## src/hdl/esu_pkg.sv

```systemverilog
// Shared types and status codes of the escaped string unescaper.
package esu_pkg;

	typedef enum logic [2:0] {
		ST_BUSY    = 3'd0,
		ST_DONE    = 3'd1,
		ST_NOMEM   = 3'd2,
		ST_FAULT   = 3'd3,
		ST_NOTIMPL = 3'd4
	} status_t;

	// One command per input byte: up to four result items.
	typedef struct packed {
		logic [3:0][7:0] bytes;
		logic [1:0]      last_idx;
		logic            bvalid;
		status_t         status;
	} cmd_t;

endpackage

```

## src/hdl/escaped_string_unescaper.sv

```systemverilog
// Top level of the escaped string unescaper.
// Input channel: in_valid/in_ready with in_byte, one string byte per transfer;
//   a zero byte terminates the string. Output channel: out_valid/out_ready with
//   out_byte, byte_valid, status and run_last, one result per transfer.
// Each input byte yields 1 to 4 results; run_last marks the final one.
// Each result passes through the command queue and then the output register.
// Throughput: one input byte per cycle while the queue is not full and each
//   byte yields one result; a completed \u escape sends its UTF-8 bytes as
//   separate results, and the command queue absorbs the front end meanwhile.
// cfg_we/cfg_data write output_capacity; the new value is loaded into the
//   space counter at the next accepted terminator.
// Reset (arst_n low) clears the parser, the queue and the output valid flag;
//   capacity and space counter return to 65535. No clearing pass is needed.
// When the receiver stalls, the output register holds its result, the queue
//   fills, and in_ready drops once QUEUE_DEPTH commands are waiting.
module escaped_string_unescaper #(
	parameter int QUEUE_DEPTH = 4
) (
	input  logic        clk,
	input  logic        arst_n,
	input  logic        cfg_we,
	input  logic [15:0] cfg_data,
	input  logic        in_valid,
	output logic        in_ready,
	input  logic [7:0]  in_byte,
	output logic        out_valid,
	input  logic        out_ready,
	output logic [7:0]  out_byte,
	output logic        byte_valid,
	output logic [2:0]  status,
	output logic        run_last
);
	import esu_pkg::*;

	cmd_t push_cmd;
	cmd_t head_cmd;
	logic q_push;
	logic q_pop;
	logic q_full;
	logic q_empty;

	// parser: one command per accepted byte
	esu_front u_front (
		.clk      (clk),
		.arst_n   (arst_n),
		.cfg_we   (cfg_we),
		.cfg_data (cfg_data),
		.in_valid (in_valid),
		.in_ready (in_ready),
		.in_byte  (in_byte),
		.q_full   (q_full),
		.q_push   (q_push),
		.q_cmd    (push_cmd)
	);

	// decouples the parser from output stalls
	esu_queue #(
		.DEPTH (QUEUE_DEPTH)
	) u_queue (
		.clk    (clk),
		.arst_n (arst_n),
		.push   (q_push),
		.wr_cmd (push_cmd),
		.full   (q_full),
		.pop    (q_pop),
		.rd_cmd (head_cmd),
		.empty  (q_empty)
	);

	// serializer: one result transfer per cycle while the receiver is ready
	esu_back u_back (
		.clk        (clk),
		.arst_n     (arst_n),
		.head       (head_cmd),
		.q_empty    (q_empty),
		.q_pop      (q_pop),
		.out_valid  (out_valid),
		.out_ready  (out_ready),
		.out_byte   (out_byte),
		.byte_valid (byte_valid),
		.status     (status),
		.run_last   (run_last)
	);

endmodule

```

## src/hdl/esu_front.sv

```systemverilog
// Front end: escape parser, UTF-8 encoder, space count; one byte/cycle unless full.
module esu_front (
	input  logic            clk,
	input  logic            arst_n,
	input  logic            cfg_we,
	input  logic [15:0]     cfg_data,
	input  logic            in_valid,
	output logic            in_ready,
	input  logic [7:0]      in_byte,
	input  logic            q_full,
	output logic            q_push,
	output esu_pkg::cmd_t   q_cmd
);
	import esu_pkg::*;

	typedef enum logic [2:0] {
		PH_IDLE    = 3'd0,
		PH_ESC     = 3'd1,
		PH_XHEX    = 3'd2,
		PH_UHEX    = 3'd3,
		PH_PAIR_BS = 3'd4,
		PH_PAIR_U  = 3'd5,
		PH_LHEX    = 3'd6
	} phase_t;

	localparam logic [7:0] CH_NUL   = 8'h00;
	localparam logic [7:0] CH_BSL   = 8'h5C;
	localparam logic [7:0] CH_QUOTE = 8'h22;
	localparam logic [7:0] CH_SLASH = 8'h2F;
	localparam logic [7:0] CH_B     = 8'h62;
	localparam logic [7:0] CH_F     = 8'h66;
	localparam logic [7:0] CH_N     = 8'h6E;
	localparam logic [7:0] CH_R     = 8'h72;
	localparam logic [7:0] CH_T     = 8'h74;
	localparam logic [7:0] CH_U     = 8'h75;
	localparam logic [7:0] CH_X     = 8'h78;

	// bit 4 set: not a hex digit
	function automatic logic [4:0] hex_val(input logic [7:0] c);
		logic [4:0] v;
		v = 5'h10;
		if (c >= 8'h30 && c <= 8'h39) v = 5'(c - 8'h30);
		else if (c >= 8'h41 && c <= 8'h46) v = 5'(c - 8'h37);
		else if (c >= 8'h61 && c <= 8'h66) v = 5'(c - 8'h57);
		return v;
	endfunction

	phase_t      phase_q, phase_d;
	logic [15:0] hex_q, hex_d;
	logic        bad_q, bad_d;
	logic [1:0]  dcnt_q, dcnt_d;
	logic [9:0]  hs_q, hs_d;
	logic [15:0] space_q, space_d;
	status_t     err_q, err_d;
	logic [15:0] cap_q;

	logic [4:0]      dig;
	logic [15:0]     u_acc;
	logic            u_bad;
	logic [15:0]     u_code;
	logic [20:0]     cp;
	logic [2:0]      enc_len;
	logic [3:0][7:0] enc_bytes;
	logic            fail_en;
	status_t         fail_code;
	cmd_t            cmd;

	assign in_ready = !q_full;
	assign q_push   = in_valid && in_ready;
	assign q_cmd    = cmd;

	// digit datapath shared by the \u and \x phases
	always_comb begin
		dig    = hex_val(in_byte);
		u_bad  = bad_q | dig[4];
		u_acc  = dig[4] ? hex_q : {hex_q[11:0], dig[3:0]};
		u_code = u_bad ? 16'h0000 : u_acc;
		if (phase_q == PH_LHEX) cp = 21'h10000 + {1'b0, hs_q, u_code[9:0]};
		else cp = {5'b0, u_code};
	end

	// UTF-8 encoder
	always_comb begin
		enc_bytes = '0;
		if (cp < 21'h80) begin
			enc_len      = 3'd1;
			enc_bytes[0] = {1'b0, cp[6:0]};
		end else if (cp < 21'h800) begin
			enc_len      = 3'd2;
			enc_bytes[0] = {3'b110, cp[10:6]};
			enc_bytes[1] = {2'b10, cp[5:0]};
		end else if (cp < 21'h10000) begin
			enc_len      = 3'd3;
			enc_bytes[0] = {4'b1110, cp[15:12]};
			enc_bytes[1] = {2'b10, cp[11:6]};
			enc_bytes[2] = {2'b10, cp[5:0]};
		end else begin
			enc_len      = 3'd4;
			enc_bytes[0] = {5'b11110, cp[20:18]};
			enc_bytes[1] = {2'b10, cp[17:12]};
			enc_bytes[2] = {2'b10, cp[11:6]};
			enc_bytes[3] = {2'b10, cp[5:0]};
		end
	end

	always_comb begin
		phase_d   = phase_q;
		hex_d     = hex_q;
		bad_d     = bad_q;
		dcnt_d    = dcnt_q;
		hs_d      = hs_q;
		space_d   = space_q;
		err_d     = err_q;
		fail_en   = 1'b0;
		fail_code = ST_FAULT;
		cmd       = '0;
		cmd.status = ST_BUSY;

		if (in_byte == CH_NUL) begin
			if (err_q != ST_BUSY) begin
				cmd.status = err_q;
			end else if (phase_q != PH_IDLE) begin
				cmd.status = ST_FAULT;
			end else begin
				cmd.bvalid = 1'b1;
				cmd.status = ST_DONE;
			end
			phase_d = PH_IDLE;
			hex_d   = '0;
			bad_d   = 1'b0;
			dcnt_d  = '0;
			hs_d    = '0;
			space_d = cap_q;
			err_d   = ST_BUSY;
		end else if (err_q != ST_BUSY) begin
			cmd.status = err_q;
		end else begin
			unique case (phase_q) inside
				PH_IDLE: begin
					if (space_q == 16'd0) begin
						fail_en   = 1'b1;
						fail_code = ST_NOMEM;
					end else if (in_byte == CH_BSL) begin
						phase_d = PH_ESC;
					end else begin
						cmd.bytes[0] = in_byte;
						cmd.bvalid   = 1'b1;
						space_d      = space_q - 16'd1;
					end
				end
				PH_ESC: begin
					phase_d = PH_IDLE;
					unique case (in_byte) inside
						CH_B: cmd.bytes[0] = 8'h08;
						CH_F: cmd.bytes[0] = 8'h0C;
						CH_N: cmd.bytes[0] = 8'h0A;
						CH_R: cmd.bytes[0] = 8'h0D;
						CH_T: cmd.bytes[0] = 8'h09;
						CH_QUOTE, CH_BSL, CH_SLASH: cmd.bytes[0] = in_byte;
						CH_U: begin
							phase_d = PH_UHEX;
							hex_d   = '0;
							bad_d   = 1'b0;
							dcnt_d  = '0;
						end
						CH_X: begin
							phase_d = PH_XHEX;
							hex_d   = '0;
							bad_d   = 1'b0;
							dcnt_d  = '0;
						end
						default: begin
							fail_en   = 1'b1;
							fail_code = ST_NOTIMPL;
						end
					endcase
					if (!fail_en && in_byte != CH_U && in_byte != CH_X) begin
						cmd.bvalid = 1'b1;
						space_d    = space_q - 16'd1;
					end
				end
				PH_XHEX: begin
					if (dig[4]) begin
						fail_en = 1'b1;
					end else if (dcnt_q == 2'd0) begin
						hex_d  = {8'h00, hex_q[3:0], dig[3:0]};
						dcnt_d = 2'd1;
					end else begin
						cmd.bytes[0] = {hex_q[3:0], dig[3:0]};
						cmd.bvalid   = 1'b1;
						space_d      = space_q - 16'd1;
						hex_d        = '0;
						bad_d        = 1'b0;
						dcnt_d       = '0;
						phase_d      = PH_IDLE;
					end
				end
				PH_UHEX, PH_LHEX: begin
					if (dcnt_q != 2'd3) begin
						bad_d  = u_bad;
						hex_d  = u_acc;
						dcnt_d = dcnt_q + 2'd1;
					end else begin
						hex_d  = '0;
						bad_d  = 1'b0;
						dcnt_d = '0;
						if (phase_q == PH_UHEX &&
							u_code >= 16'hDC00 && u_code <= 16'hDFFF) begin
							fail_en = 1'b1;
						end else if (phase_q == PH_UHEX &&
							u_code >= 16'hD800 && u_code <= 16'hDBFF) begin
							hs_d    = u_code[9:0];
							phase_d = PH_PAIR_BS;
						end else if (phase_q == PH_LHEX &&
							(u_code < 16'hDC00 || u_code > 16'hDFFF)) begin
							fail_en = 1'b1;
						end else if (space_q < 16'(enc_len)) begin
							fail_en = 1'b1;
						end else begin
							cmd.bytes    = enc_bytes;
							cmd.last_idx = 2'(enc_len - 3'd1);
							cmd.bvalid   = 1'b1;
							space_d      = space_q - 16'(enc_len);
							phase_d      = PH_IDLE;
						end
					end
				end
				PH_PAIR_BS: begin
					if (in_byte == CH_BSL) phase_d = PH_PAIR_U;
					else fail_en = 1'b1;
				end
				PH_PAIR_U: begin
					if (in_byte == CH_U) begin
						phase_d = PH_LHEX;
						hex_d   = '0;
						bad_d   = 1'b0;
						dcnt_d  = '0;
					end else begin
						fail_en = 1'b1;
					end
				end
				default: fail_en = 1'b1;
			endcase
		end

		if (fail_en) begin
			err_d      = fail_code;
			phase_d    = PH_IDLE;
			hex_d      = '0;
			bad_d      = 1'b0;
			dcnt_d     = '0;
			space_d    = space_q;
			cmd        = '0;
			cmd.status = fail_code;
		end
	end

	always_ff @(posedge clk or negedge arst_n) begin
		if (!arst_n) begin
			phase_q <= PH_IDLE;
			hex_q   <= '0;
			bad_q   <= 1'b0;
			dcnt_q  <= '0;
			hs_q    <= '0;
			space_q <= 16'hFFFF;
			err_q   <= ST_BUSY;
			cap_q   <= 16'hFFFF;
		end else begin
			if (cfg_we) cap_q <= cfg_data;
			if (q_push) begin
				phase_q <= phase_d;
				hex_q   <= hex_d;
				bad_q   <= bad_d;
				dcnt_q  <= dcnt_d;
				hs_q    <= hs_d;
				space_q <= space_d;
				err_q   <= err_d;
			end
		end
	end

endmodule

```

## src/hdl/esu_queue.sv

```systemverilog
// Command queue between the parser and the result serializer.
module esu_queue #(
	parameter int DEPTH = 4
) (
	input  logic          clk,
	input  logic          arst_n,
	input  logic          push,
	input  esu_pkg::cmd_t wr_cmd,
	output logic          full,
	input  logic          pop,
	output esu_pkg::cmd_t rd_cmd,
	output logic          empty
);
	import esu_pkg::*;

	localparam int PW = (DEPTH > 1) ? $clog2(DEPTH) : 1;
	localparam int CW = $clog2(DEPTH + 1);

	cmd_t          mem_q [DEPTH];
	logic [PW-1:0] wr_ptr_q;
	logic [PW-1:0] rd_ptr_q;
	logic [CW-1:0] cnt_q;

	assign full   = (cnt_q == CW'(DEPTH));
	assign empty  = (cnt_q == '0);
	assign rd_cmd = mem_q[rd_ptr_q];

	always_ff @(posedge clk) begin
		if (push) mem_q[wr_ptr_q] <= wr_cmd;
	end

	always_ff @(posedge clk or negedge arst_n) begin
		if (!arst_n) begin
			wr_ptr_q <= '0;
			rd_ptr_q <= '0;
			cnt_q    <= '0;
		end else begin
			if (push) begin
				wr_ptr_q <= (wr_ptr_q == PW'(DEPTH - 1)) ? '0 : wr_ptr_q + 1'b1;
			end
			if (pop) begin
				rd_ptr_q <= (rd_ptr_q == PW'(DEPTH - 1)) ? '0 : rd_ptr_q + 1'b1;
			end
			if (push && !pop) cnt_q <= cnt_q + 1'b1;
			else if (pop && !push) cnt_q <= cnt_q - 1'b1;
		end
	end

endmodule

```

## src/hdl/esu_back.sv

```systemverilog
// Back end: splits each command into result transfers behind an output register.
module esu_back (
	input  logic          clk,
	input  logic          arst_n,
	input  esu_pkg::cmd_t head,
	input  logic          q_empty,
	output logic          q_pop,
	output logic          out_valid,
	input  logic          out_ready,
	output logic [7:0]    out_byte,
	output logic          byte_valid,
	output logic [2:0]    status,
	output logic          run_last
);
	import esu_pkg::*;

	logic       out_valid_q;
	logic [7:0] out_byte_q;
	logic       byte_valid_q;
	status_t    status_q;
	logic       run_last_q;
	logic [1:0] idx_q;
	logic       load;
	logic       at_last;

	assign load    = !q_empty && (!out_valid_q || out_ready);
	assign at_last = (idx_q == head.last_idx);
	assign q_pop   = load && at_last;

	assign out_valid  = out_valid_q;
	assign out_byte   = out_byte_q;
	assign byte_valid = byte_valid_q;
	assign status     = status_q;
	assign run_last   = run_last_q;

	always_ff @(posedge clk) begin
		if (load) begin
			out_byte_q   <= head.bytes[idx_q];
			byte_valid_q <= head.bvalid;
			status_q     <= head.status;
			run_last_q   <= at_last;
		end
	end

	always_ff @(posedge clk or negedge arst_n) begin
		if (!arst_n) begin
			out_valid_q <= 1'b0;
			idx_q       <= '0;
		end else begin
			if (load) begin
				out_valid_q <= 1'b1;
				idx_q       <= at_last ? 2'd0 : idx_q + 2'd1;
			end else if (out_ready) begin
				out_valid_q <= 1'b0;
			end
		end
	end

endmodule

```

## config.mk

```make
export PLATFORM = sky130hd
export DESIGN_NAME = escaped_string_unescaper
export DESIGN_NICKNAME = d
export VERILOG_FILES = /design/src/hdl/esu_pkg.sv /design/src/hdl/escaped_string_unescaper.sv /design/src/hdl/esu_front.sv /design/src/hdl/esu_queue.sv /design/src/hdl/esu_back.sv
export SDC_FILE = /design/constraint.sdc
export NUM_CORES = 1
export LEC_CHECK = 0
export BUFFER_PORTS_ARGS = -buffer_cell sky130_fd_sc_hd__buf_2
export CAP_MARGIN = 20
export CORE_ASPECT_RATIO = 0.75
export CORE_MARGIN = 2
export CORE_UTILIZATION = 50
export CTS_CLUSTER_DIAMETER = 80
export DETAILED_ROUTE_END_ITERATION = 16
export GPL_TIMING_DRIVEN = 0
export PLACE_DENSITY = 0.71
export SKIP_LAST_GASP = 1
export SYNTH_ARGS = -nofsm -noshare
export SYNTH_HDL_FRONTEND = slang
export SYNTH_SLANG_ARGS = --single-unit
```

## constraint.sdc

```tcl
create_clock -name clk -period 4.5 [get_ports clk]
set_input_delay 0.225 -clock clk [delete_from_list [all_inputs] [get_ports clk]]
set_output_delay 0.225 -clock clk [all_outputs]
set_load 0.005 [all_outputs]
```

==> results.md, run 1 <==
- During synthesis, Yosys emitted a total of 0 warnings.
- The hold violation total from the final report is 0.
- The multi-input gate area in the final layout is 4720 um2.
- The most frequent cell on the critical path is ha_2.
- The count of buffers from port buffering is 41.
- The initial antenna violation count is 0.
- Setup violations remaining at the end of the flow were counted as 0.
- For this run, design rule violations remaining after detail routing come to 0.
- The largest net degree at the start of global routing is 53.
- The repair_antennas step left the layout with diodes totalling 0.
- Clock tree synthesis inserted a total of 23 buffers.
- In this design, the largest share of critical-path delay is due to compound AO/OA/AOI/OAI gates.
- The net count of the finished layout is 1,070.
- The initialized floorplan defines 47 standard-cell rows.
- In this run the deepest clock path goes through 3 buffers.
- The largest stage delay on the critical path is 0.52 ns.
- For this design the ratio of total power to cell area is 564 nW/um2.
- The fraction of met2 tracks used by global routing is 34.8%.
- The die area is 23,700 um2.
- For the pin with the worst max-slew slack, the measured transition is 1.23 ns.
- The clock latency at the later pin of the worst-skew pair is 0.53 ns.
- In this run the count of I/O pins placed on the die edge is 44.
- The number of instances in the placed design is 1,250.
- The signal on the critical path passes through ha_2 > or2_4 > a2111o_1 > o31ai_4 > o31a_1 > clkbuf_8 > a21oi_2 > ha_2 > fa_2 > nor2b_2 > nor4_1 > nand2b_1 > a311oi_4 > or2_1 > or3_4 > a211oi_4.
- The number of pins exceeding their max-slew limit in the final report was 0.
- The final layout contains routed wiring with a total length of 29.1 mm.
- At the worst endpoint, the arrival time is 4.78 ns.
- The minimum period implied by the final worst setup slack is 4.43 ns.
- STA classifies the critical path startpoint as a flop.
- The first-pass GRT wire length is 45.7 mm.
- Measured against its own limit, the worst slew margin works out to 17.3%.
- Clock-pin slew was measured on the worst setup and hold paths at 0.07 ns.
- For this run, global-route usage on met1 was measured as 39.9%.
- TritonCTS built the clock tree.
- The flip-flop and latch count after synthesis is 226.
- The largest clock skew in the final design is 0.0159 ns.
- The total number of clock tree sinks is 226.
- The number of buffers and inverters on the critical path is 1.
- The post-route clock period utilization is 98.5%.
- The cell sitting at the root of the clock tree is a clkbuf_16.
- Leaving out filler cells and counting taps, the final layout contains 1,333.
- The total nets after synthesis is 959.
- The most utilized layer in the global route result is met1.
- For the worst setup path, the data required time is 4.84 ns.
- The async set-reset flop share out of synthesis is 32.3%.
- The layout has 1,739 filler cells.
- Global routing used 25.0% of the available tracks across all layers.
- The type of the tightest min-delay check is in -> async.
- The depth of the most critical reg-to-reg path is 16.
- The average size of a mapped cell is 12.3 um2.
- The first-iteration detailed-routing DRC count is 1,129.
- The total power of the final layout is 0.00756 W.
- The core region is 22,100 um2.
- The signed area change from the synthesized netlist to the final layout is 19.2%.
- The via count of the first global-routing pass is 8,017.
- The horizontal die dimension is 177 um.
- The highest clock frequency the design can meet is 0.226 GHz.
- The initial core utilization is 51.0%.
- The final RePlAce weighted congestion is 1.01.
- The endpoint of the worst-slack reg-to-reg timing path is u_queue.mem_q[1][18].
- For this run, the leading register cell type out of synthesis is edfxtp_1.
- The number of antenna-violating nets in the routed design is 0.
- The kind of critical path is reg -> reg.
- The startpoint of the worst-slack reg-to-reg timing path is u_front.hs_q[6].
- The run finished with clean final reports.
- The final routed wire length divided by cell count is 21.9 um.
- The standard cell with the maximum stage delay on the critical path is or3_4.
- The post-route netlist has 25.7% of its cells at a drive strength greater than 1.
- The total placed instance area is 11,900 um2.
- In the final layout, flip-flops and latches occupy 6460 um2.
- The number of search-and-repair iterations in the first detailed-routing pass is 6.
- In the routed layout, each cell is associated on average with a via count of 6.30.
- In this run, synthesis inferred 153 flip-flops with an integrated enable.
- STA classifies the critical path endpoint as a flop.
- The die span in y is 134 um.
- In this run the worst path has a maximum fanout of 10.
- In this run the number of H-tree levels came out at 1.
- For flop-to-flop paths, the worst setup slack is 0.07 ns.
- The maximum resistive drop on vdd is 0.000367 V.
- Global routing consumed, on the met3 layer, 5.39% of the routing resources.
- For this run the aggregate overflow at the end of global routing stands at 0.
- The total vias in the final route is 8,392.
- Across all hold checks on the routed design, the worst slack comes to 0.154 ns.
- Counting every instance in the synthesized netlist gives 911.
- The total leakage power is 4.79 nW.
- The final cell area excluding filler cells is 13,400 um2.
- Detailed placement ended at an HPWL of 19.8 mm.
- Setup repair after global routing could not meet its margin everywhere.
- The number of different library cells used by synthesis comes to 79.
- Max-cap violations in this run came to 0.
- The summed instance area of the synthesized netlist is 11,200 um2.
- The part of the Yosys area used for sequential elements is 57.5%.
-- logic make-up after synthesis --
kind of cell    Yosys count  synth area share (%)
fa+ha+maj                20                  2.34
compound gates          233                  14.0
mux                      64                  10.2
buf+inv                  80                  2.80
flops                   226                  57.5
simple gates            279                  12.6
xor+xnor                  9                 0.701
-- per-layer routing --
| layer | vias to the layer above | routed length (um) |
|---|---|---|
| li1 | 3727 | - |
| met1 | 4138 | 13400 |
| met2 | 471 | 12100 |
| met3 | 56 | 3060 |
| met4 | 0 | 560 |
| met5 | - | 0 |
-- worst max path at each step --
| stage | cells after the start | startpoint | slack (ns) | end |
|---|---|---|---|---|
| CTS | 17 | u_front.hs_q[6] | 0.01 | u_front.space_q[15] |
| floorplan | 16 | u_front.hs_q[6] | 0.01 | u_queue.mem_q[0][23] |
| global route | 17 | u_front.hs_q[6] | -0.06 | u_queue.mem_q[3][13] |
| global placement | 16 | u_front.hs_q[6] | -1.06 | u_queue.mem_q[2][32] |
| finish | 16 | u_front.hs_q[6] | 0.07 | u_queue.mem_q[1][18] |
| detailed placement | 16 | u_front.hs_q[6] | -1.19 | u_queue.mem_q[0][32] |
-- synthesized netlist by cell type (9+ instances only) --
| master | number | area share (%) |
|---|---|---|
| mux4_2 | 38 | 7.6 |
| a22o_1 | 9 | 0.70 |
| dfstp_2 | 32 | 7.5 |
| nand4_1 | 9 | 0.50 |
| nand3_1 | 19 | 0.85 |
| a21oi_1 | 55 | 2.4 |
| a31oi_1 | 13 | 0.72 |
| clkbuf_1 | 41 | 1.4 |
| a211oi_1 | 12 | 0.80 |
| or3_1 | 14 | 0.78 |
| nor3_1 | 31 | 1.4 |
| edfxtp_1 | 153 | 41 |
| ha_1 | 17 | 1.9 |
| nand2_1 | 74 | 2.5 |
| mux2_2 | 21 | 2.1 |
| nand2b_1 | 11 | 0.61 |
| and3_1 | 9 | 0.50 |
| inv_1 | 25 | 0.83 |
| nor2_1 | 63 | 2.1 |
| dfrtp_1 | 41 | 9.1 |
| o21ai_0 | 53 | 2.4 |
-- stage by stage --
stage / worst slack (ns) / TNS [ns] / util [%]
global route: -0.0619 / -1.22 / 60.8
finish: 0.0662 / 0 / 60.8
detailed placement: -1.19 / -109.44 / 54.0
floorplan: 0.0120 / 0 / -
global placement: -1.06 / -104.15 / 53.6
CTS: 0.0147 / 0 / 59.9
-- registers in the layout (all words and copies together) (netlist names) --
register and cells:
u_back.run_last 1, u_front.phase_q 3, u_front.cap_q 16, u_queue.wr_ptr_q 2, u_front.bad_q 1, u_queue.mem_q 140, u_back.out_byte 8, u_front.hex_q 12
u_front.hs_q 10, u_queue.cnt_q 3, u_front.err_q 3, u_back.status 3, u_queue.rd_ptr_q 2, u_back.byte_valid 1, u_front.space_q 16, u_back.out_valid 1
u_back.idx_q 2, u_front.dcnt_q 2
-- worst register-to-register path: cells and delay by family (launching register included) --
| family | cells | cell delay [ns] |
|---|---|---|
| compound gates | 6 | 1.53 |
| fa+ha+maj | 3 | 0.79 |
| flops | 1 | 0.39 |
| simple gates | 6 | 1.36 |
| buf+inv | 1 | 0.17 |
-- area by class of cell --
class                   instances  share of cell area, %
plain buffers                  52                   1.73
clock buffers                  28                   4.58
clock inverters                14                   1.62
inverters                      25                  0.700
multi-input cells             605                   35.2
flip-flops and latches        226                   48.2
well taps                     294                   2.75
repair buffers                 89                   5.21
-- placed cells by master (no fill, tap or decap), types with 12 or more instances in the layout --
| cell type | n |
|---|---|
| mux2_2 | 21 |
| buf_2 | 46 |
| or3_1 | 13 |
| inv_1 | 24 |
| nor2_1 | 56 |
| buf_4 | 23 |
| nand3_1 | 18 |
| nor3_1 | 28 |
| dlygate4sd3_1 | 18 |
| clkbuf_16 | 23 |
| a211oi_1 | 12 |
| edfxtp_1 | 153 |
| mux4_2 | 38 |
| ha_1 | 15 |
| clkbuf_1 | 36 |
| nand2_1 | 74 |
| a21oi_1 | 42 |
| dfstp_2 | 32 |
| o21ai_0 | 52 |
| dfrtp_1 | 41 |
-- report_power, final --
part / total [W] / internal [W] / leakage, nW / switching, W
logic: 0.00240 / 0.00102 / 2.10 / 0.00138
clock network: 0.00211 / 0.00127 / 0.398 / 0.000840
registers: 0.00305 / 0.00283 / 2.30 / 0.000220
-- what timing repair did --
item	CTS	global route
hold endpoints to repair	66	0
gates resized for setup	39	31
setup buffers	16	9
hold buffers	18	0
pin swaps	7	8
endpoints found under the setup margin	173	171
(Power assumes the default switching activity.)
==> run 2, diff against run 1 <==
Settings changed: CORE_ASPECT_RATIO 0.75 to unset, CORE_UTILIZATION 50 to 45, PLACE_DENSITY 0.71 to 0.65.
==> results.md, run 2 (synthesis results as in run 1) <==
- The flow ran to the end, and the final reports show no timing, DRC or antenna violations.
- The setup violation total in the final timing report is 0 (unchanged).
- The minimum period implied by the final worst setup slack is 4.36 ns (-0.0703 ns).
- The final HPWL from detailed placement came to 19.9 mm (+0.40%).
- The maximum level of the CTS H-tree was 1 (unchanged).
- The count of buffers from port buffering was 41 (unchanged).
- The post-route clock period utilization came to 97.0% (-1.6 points).
- The number of nets in the finished design came to 1,080 (+0.93%).
- The die span in y is 162 um (+21%).
- The hold violation total from the final report came to 0 (unchanged).
- The worst setup path is captured at a flop.
- Leaving out fill and tap cells, the most frequent cells in the layout are 153 x edfxtp_1, 70 x nand2_1, 58 x nor2_1.
- The final critical-path setup slack was 0.136 ns (+0.0703 ns).
- The final RePlAce weighted congestion came to 0.963 (-4.7%).
- The relative max-transition margin is 19.4% (+2.1 points).
- The data required time at the worst endpoint came to 4.87 ns (+0.03 ns).
- The CTS clock-pin slew for the worst setup and hold paths came to 0.06 ns (about the same).
- The die area came to 26,300 um2 (+11%).
- The area growth from synthesis to layout is 19.6%.
- The critical path is of the reg -> reg type.
- The total number of clock tree sinks is 226 (unchanged).
- The number of antenna-violating nets in the routed design came to 0 (unchanged).
- The power per cell area came to 546 nW/um2 (-3.3%).
- The total placed instance area is 12,000 um2 (+0.65%).
- The via count of the first global-routing pass is 8,112 (+1.2%).
- The final cell area excluding filler cells is 13,400 um2 (+0.37%).
- TritonCTS built the clock tree.
- The overall overflow remaining after global route is 0 (unchanged).
- The overall track demand over capacity in global routing was 22.6% (-2.4 points).
- The horizontal die dimension is 162 um (-8.5%).
- The initial antenna violation count was 0 (unchanged).
- The final routed wire length divided by cell count came to 21.6 um (-1.4%).
- The highest clock frequency the design can meet is 0.229 GHz (+1.6%).
- The number of search-and-repair iterations in the first detailed-routing pass was 7 (+1).
- The fraction of layout instances using a drive strength above 1 is 26.4% (+0.71 points).
- The maximum resistive drop on vdd came to 0.000379 V (+3.3%).
- The total leakage power is 4.83 nW (+0.78%).
- In the final layout, the registers with the most flip-flops are u_queue.mem_q x140, u_front.cap_q x16, u_front.space_q x16.
- The maximum fanout encountered on the critical timing path was 6 (-4).
- The clock latency at the later pin of the worst-skew pair is 0.54 ns (about the same).
- The number of flip-flops under the largest register name came to 140 (unchanged).
- The largest net degree at the start of global routing is 68 (+28%).
- The area of the core region is 24,400 um2 (+11%).
- The largest clock skew in the final design is 0.0140 ns (-0.00189 ns).
- The library cell used most frequently in the layout, excluding fill and tap cells, is edfxtp_1.
- The count of max-cap constraint violations is 0 (unchanged).
- The DRC violation count after routing is 0 (unchanged).
- The CTS buffer count is 25 (+8.7%).
- STA classifies the critical path startpoint as a flop.
- The worst slack at placement is -1.41 ns (-0.216 ns).
- The number of ports placed on the die boundary is 44 (unchanged).
- The total vias in the final route is 8,339 (-0.63%).
- The number of pins exceeding their max-slew limit in the final report is 0 (unchanged).
- The slew at the pin with the worst max-slew slack was 1.21 ns (-0.0219 ns).
- The count of standard-cell rows is 57 (+21%).
- The first-iteration detailed-routing DRC count is 830 (-26%).
- The data arrival at the endpoint of the critical path is 4.73 ns (-0.05 ns).
- The final-layout worst hold slack came to 0.0479 ns (-0.106 ns).
- u_queue.mem_q holds more flip-flops than any other register.
- The clock tree buffer depth is 3 (unchanged).
- The cell sitting at the root of the clock tree is a clkbuf_16.
- The first-pass GRT wire length was 46.1 mm (+1.0%).
- The type of the tightest min-delay check is in -> async.
- The via density per instance is 6.07 (-3.6%).
- The total wirelength of the detailed-routed design is 29.6 mm (+1.7%).
- The initial core utilization came to 46.1% (-4.9 points).
[run 2: metrics by stage]
step | power [W] | setup TNS (ns) | cells | utilization [%]
finish | 0.00734 | 0 | 1374 | 55.1
global route | 0.00775 | -0.294 | 1373 | 55.1
CTS | 0.00735 | 0 | 1361 | 54.6
detailed placement | 0.00537 | -135.10 | 1282 | 49.2
global placement | 0.00525 | -142.91 | 1276 | 48.6
floorplan | 0.00462 | 0 | 911 | -
[run 2: final cells by class]
cell class                 count  area, um2
antenna                        1       2.50
buffer                        51        221
clock buffer                  28        637
clock inverter                16        120
fill                        2052      10900
inverter                      25        100
multi-input combinational    605       4720
sequential                   226       6460
tap                          324        405
timing repair buffer          98        786
[run 2: layer usage]
metal | up-vias | wire length, um | GRT usage (%)
met2 | 355 | 14700 | 38.3
met3 | 68 | 1820 | 3.32
met4 | 0 | 886 | 7.12
li1 | 3764 | - | -
met1 | 4152 | 12200 | 30.2
met5 | - | 0 | 0
[run 2: timing repair]
item,CTS,global route
buffers inserted,18,14
pin swaps,14,11
setup endpoints to repair,173,169
hold buffers,18,0
hold endpoints to repair,58,0
gates resized for setup,55,17
[run 2: where the power goes]
part,leakage [nW],internal (W),switching [W]
Clock,0.381,0.00108,0.000819
Sequential,2.30,0.00283,0.000217
Combinational,2.15,0.00103,0.00137
[run 2: final timing paths]
kind | startpoint | endpoint | slack (ns) | cells past startpoint
min reg2reg | u_queue.cnt_q[2] | u_queue.cnt_q[2] | 0.49 | 1
max in group asynchronous | arst_n | u_front.cap_q[2] | 3.86 | 3
min | arst_n | u_front.hs_q[8] | 0.05 | 2
min in group clk | cfg_we | u_front.cap_q[0] | 0.16 | 2
max reg2reg | u_front.hs_q[7] | u_queue.mem_q[0][26] | 0.14 | 19
max | u_front.hs_q[7] | u_queue.mem_q[0][26] | 0.14 | 19
[run 2: critical path, stage by stage (launching register included)]
cell      delay (ns)
dfrtp_1         0.38
ha_2            0.19
or2_4           0.23
a2111o_1        0.45
o31ai_4         0.29
buf_6           0.15
nand2_2         0.05
o22a_1          0.27
nand2_2         0.11
inv_2           0.05
fa_2            0.36
nor2b_2         0.17
nor4_2          0.05
nand2b_1        0.15
buf_6           0.12
a311oi_4        0.11
or2_1           0.25
or3_4           0.43
buf_8           0.18
a21oi_4         0.17
==> run 3, diff against run 2 <==
Settings changed: GPL_TIMING_DRIVEN 0 to unset, PLACE_DENSITY 0.65 to 0.69.
==> results.md, run 3 (synthesis results as in run 1) <==
- The highest clock frequency the design can meet is 0.227 GHz (-0.88%).
- The area of the core region is 24,400 um2 (unchanged).
- The power per cell area came to 556 nW/um2 (+1.8%).
- The overall overflow remaining after global route was 0 (unchanged).
- The area growth from synthesis to layout is 16.7%.
- The setup slack of the most critical reg-to-reg path is 0.1 ns (-0.04 ns).
- The hold violation total from the final report is 0 (unchanged).
- The total power of the final layout is 0.00729 W (-0.69%).
- The via density per instance is 5.99 (-1.2%).
- The final routed wire length divided by cell count is 20.7 um (-4.0%).
- The CTS clock-pin slew for the worst setup and hold paths is 0.06 ns (about the same).
- The total placed instance area is 12,000 um2 (-0.14%).
- The via count of the first global-routing pass came to 7,844 (-3.3%).
- The count of inserted antenna diode cells is 0 (-1).
- The data required time at the worst endpoint is 4.82 ns (-0.05 ns).
- The final critical-path setup slack is 0.0978 ns (-0.0387 ns).
- The number of antenna-violating nets in the routed design was 0 (unchanged).
- The setup violation total in the final timing report is 0 (unchanged).
- The largest clock skew in the final design is 0.0178 ns (+0.00377 ns).
- By startpoint and endpoint, the worst setup path is classified as reg -> reg.
- The first-iteration detailed-routing DRC count came to 898 (+8.2%).
- The initial antenna violation count came to 0 (unchanged).
- The slew at the pin with the worst max-slew slack was 1.19 ns (-0.0180 ns).
- The count of max-cap constraint violations is 0 (unchanged).
- The library cell used most frequently in the layout, excluding fill and tap cells, is edfxtp_1.
- The depth of the most critical reg-to-reg path was 16 (-3).
- The data arrival at the endpoint of the critical path came to 4.72 ns (about the same).
- TritonCTS built the clock tree.
- The total wirelength of the detailed-routed design is 27.5 mm (-7.2%).
- The largest stage delay on the critical path is 0.48 ns (+0.03 ns).
- The minimum period implied by the final worst setup slack is 4.40 ns (+0.0387 ns).
- The number of instances in the placed design is 1,262 (-1.6%).
- The horizontal die dimension came to 162 um (unchanged).
- The final design utilization is 53.8% (-1.3 points).
- Setup repair after global routing could not meet its margin everywhere.
- The initial core utilization was 46.1% (unchanged).
- The die area was 26,300 um2 (unchanged).
- The met1 layer wirelength in the final routing is 11.9 mm (-2.3%).
- The die span in y is 162 um (unchanged).
- The largest registers in the layout are u_queue.mem_q x140, u_front.cap_q x16, u_front.space_q x16.
- The met2 layer wire length in the routed design came to 12.6 mm (-14%).
- The worst setup path is captured at a flop.
- The largest net degree at the start of global routing was 74 (+8.8%).
- The signal on the critical path passes through ha_2 > or2_2 > a2111o_1 > o31ai_4 > o31a_1 > a21oi_1 > ha_1 > fa_2 > nor2b_2 > nor4_1 > nand2b_1 > a311oi_2 > or2_1 > or3_1 > buf_6 > a211oi_4.
- The fraction of layout instances using a drive strength above 1 is 25.1% (-1.3 points).
- The run finished with clean final reports.
- The DRC violation count after routing is 0 (unchanged).
- The clock tree buffer depth was 3 (unchanged).
- The count of standard-cell rows is 57 (unchanged).
- The largest register by flop count is u_queue.mem_q.
- The uppermost signal routing layer after detailed routing is met4.
- The final HPWL from detailed placement is 18.5 mm (-7.1%).
- The maximum fanout encountered on the critical timing path was 10 (+4).
- The number of flip-flops under the largest register name is 140 (unchanged).
- The post-route clock period utilization is 97.8% (+0.86 points).
- The routed length on met3 is 2.08 mm (+14%).
- The nature of the critical path startpoint is a flop.
- The relative max-transition margin is 19.8% (+0.36 points).
- The count of buffer and inverter cells on the critical path is 1 (-3).
- The number of nets in the finished design came to 1,035 (-4.2%).
- The maximum resistive drop on vdd was 0.000465 V (+23%).
- The CTS buffer count is 24 (-4.0%).
- The min-delay analysis places its worst path in the category in -> async.
- The total leakage power is 4.74 nW (-1.8%).
- The endpoint of the worst-slack reg-to-reg timing path is u_queue.mem_q[3][16].
- The number of ports placed on the die boundary came to 44 (unchanged).
- The maximum level of the CTS H-tree is 1 (unchanged).
- The number of search-and-repair iterations in the first detailed-routing pass is 6 (-1).
- The total vias in the final route is 7,967 (-4.5%).
- The clock latency at the later pin of the worst-skew pair is 0.52 ns (-0.02 ns).
- The startpoint of the worst-slack reg-to-reg timing path is u_front.hs_q[7].
- The overall track demand over capacity in global routing came to 21.0% (-1.6 points).
- The buffer cell driving the clock tree root is clkbuf_16.
- The count of buffers from port buffering is 43 (+4.9%).
- The count of placed standard cells in the final layout, fillers left out came to 1,329 (-3.3%).
- The first-pass GRT wire length was 43.6 mm (-5.6%).
- The final cell area excluding filler cells came to 13,100 um2 (-2.4%).
- Grouping stages by cell kind, the critical path spends the most delay in compound AO/OA/AOI/OAI gates.
- The worst slack at placement is -0.0466 ns (+1.36 ns).
- The standard cell with the maximum stage delay on the critical path is a2111o_1.
- The total number of clock tree sinks is 226 (unchanged).
- The number of pins exceeding their max-slew limit in the final report was 0 (unchanged).
- The top cell types in the final layout, fill and taps aside, are 153 x edfxtp_1, 73 x nand2_1, 59 x nor2_1.
- The final RePlAce weighted congestion was 0.994 (+3.2%).
[run 3: worst max path at each step]
| stage | startpoint | to | slack, ns | cells after the start |
|---|---|---|---|---|
| 6_report | u_front.hs_q[7] | u_queue.mem_q[3][16] | 0.1 | 16 |
| 4_1_cts | u_front.hs_q[7] | u_queue.mem_q[0][26] | 0.02 | 16 |
| 3_3_place_gp | u_front.hs_q[7] | u_queue.mem_q[1][18] | 0.09 | 17 |
| 2_1_floorplan | u_front.hs_q[6] | u_queue.mem_q[0][23] | 0.01 | 16 |
| 3_5_place_dp | u_front.hs_q[7] | u_queue.mem_q[0][26] | -0.05 | 17 |
| 5_1_grt | u_front.hs_q[7] | u_queue.mem_q[1][16] | -0.05 | 17 |
[run 3: layer usage]
metal	track usage [%]	vias up
met4	7.40	0
li1	-	3669
met3	3.40	68
met1	30.4	3849
met5	0	-
met2	32.2	381
[run 3: where the power goes]
| part | total (W) | internal (W) | switching (W) |
|---|---|---|---|
| registers | 0.00312 | 0.00283 | 0.000285 |
| clock network | 0.00200 | 0.00122 | 0.000785 |
| logic | 0.00217 | 0.000964 | 0.00120 |
[run 3: repair_timing]
action	CTS	global route
gates resized for setup	2	21
buffers inserted	0	4
gates cloned	0	0
endpoints found under the hold margin	58	0
pin swaps	0	6
setup endpoints to repair	41	101
hold buffers	18	0
[run 3: worst register-to-register path: stages (launching register included)]
cell and delay (ns):
dfrtp_1 0.41, ha_2 0.20, or2_2 0.30, a2111o_1 0.48
o31ai_4 0.32, o31a_1 0.22, a21oi_1 0.11, ha_1 0.24
fa_2 0.37, nor2b_2 0.15, nor4_1 0.06, nand2b_1 0.13
a311oi_2 0.14, or2_1 0.26, or3_1 0.40, buf_6 0.19
a211oi_4 0.23
[run 3: stage by stage]
stage,setup TNS [ns],hold slack [ns]
2_1_floorplan,0,-0.0706
3_3_place_gp,0,0.426
3_5_place_dp,-0.710,0.426
4_1_cts,0,0.221
5_1_grt,-0.514,0.0861
6_report,0,0.0783
[run 3: cell type report]
class | count | area [um2]
multi-input cells | 605 | 4590
clock buffers | 32 | 672
inverters | 25 | 93.8
flip-flops and latches | 226 | 6460
clock inverters | 12 | 133
fillers | 2069 | 11300
repair buffers | 105 | 764
well taps | 324 | 405
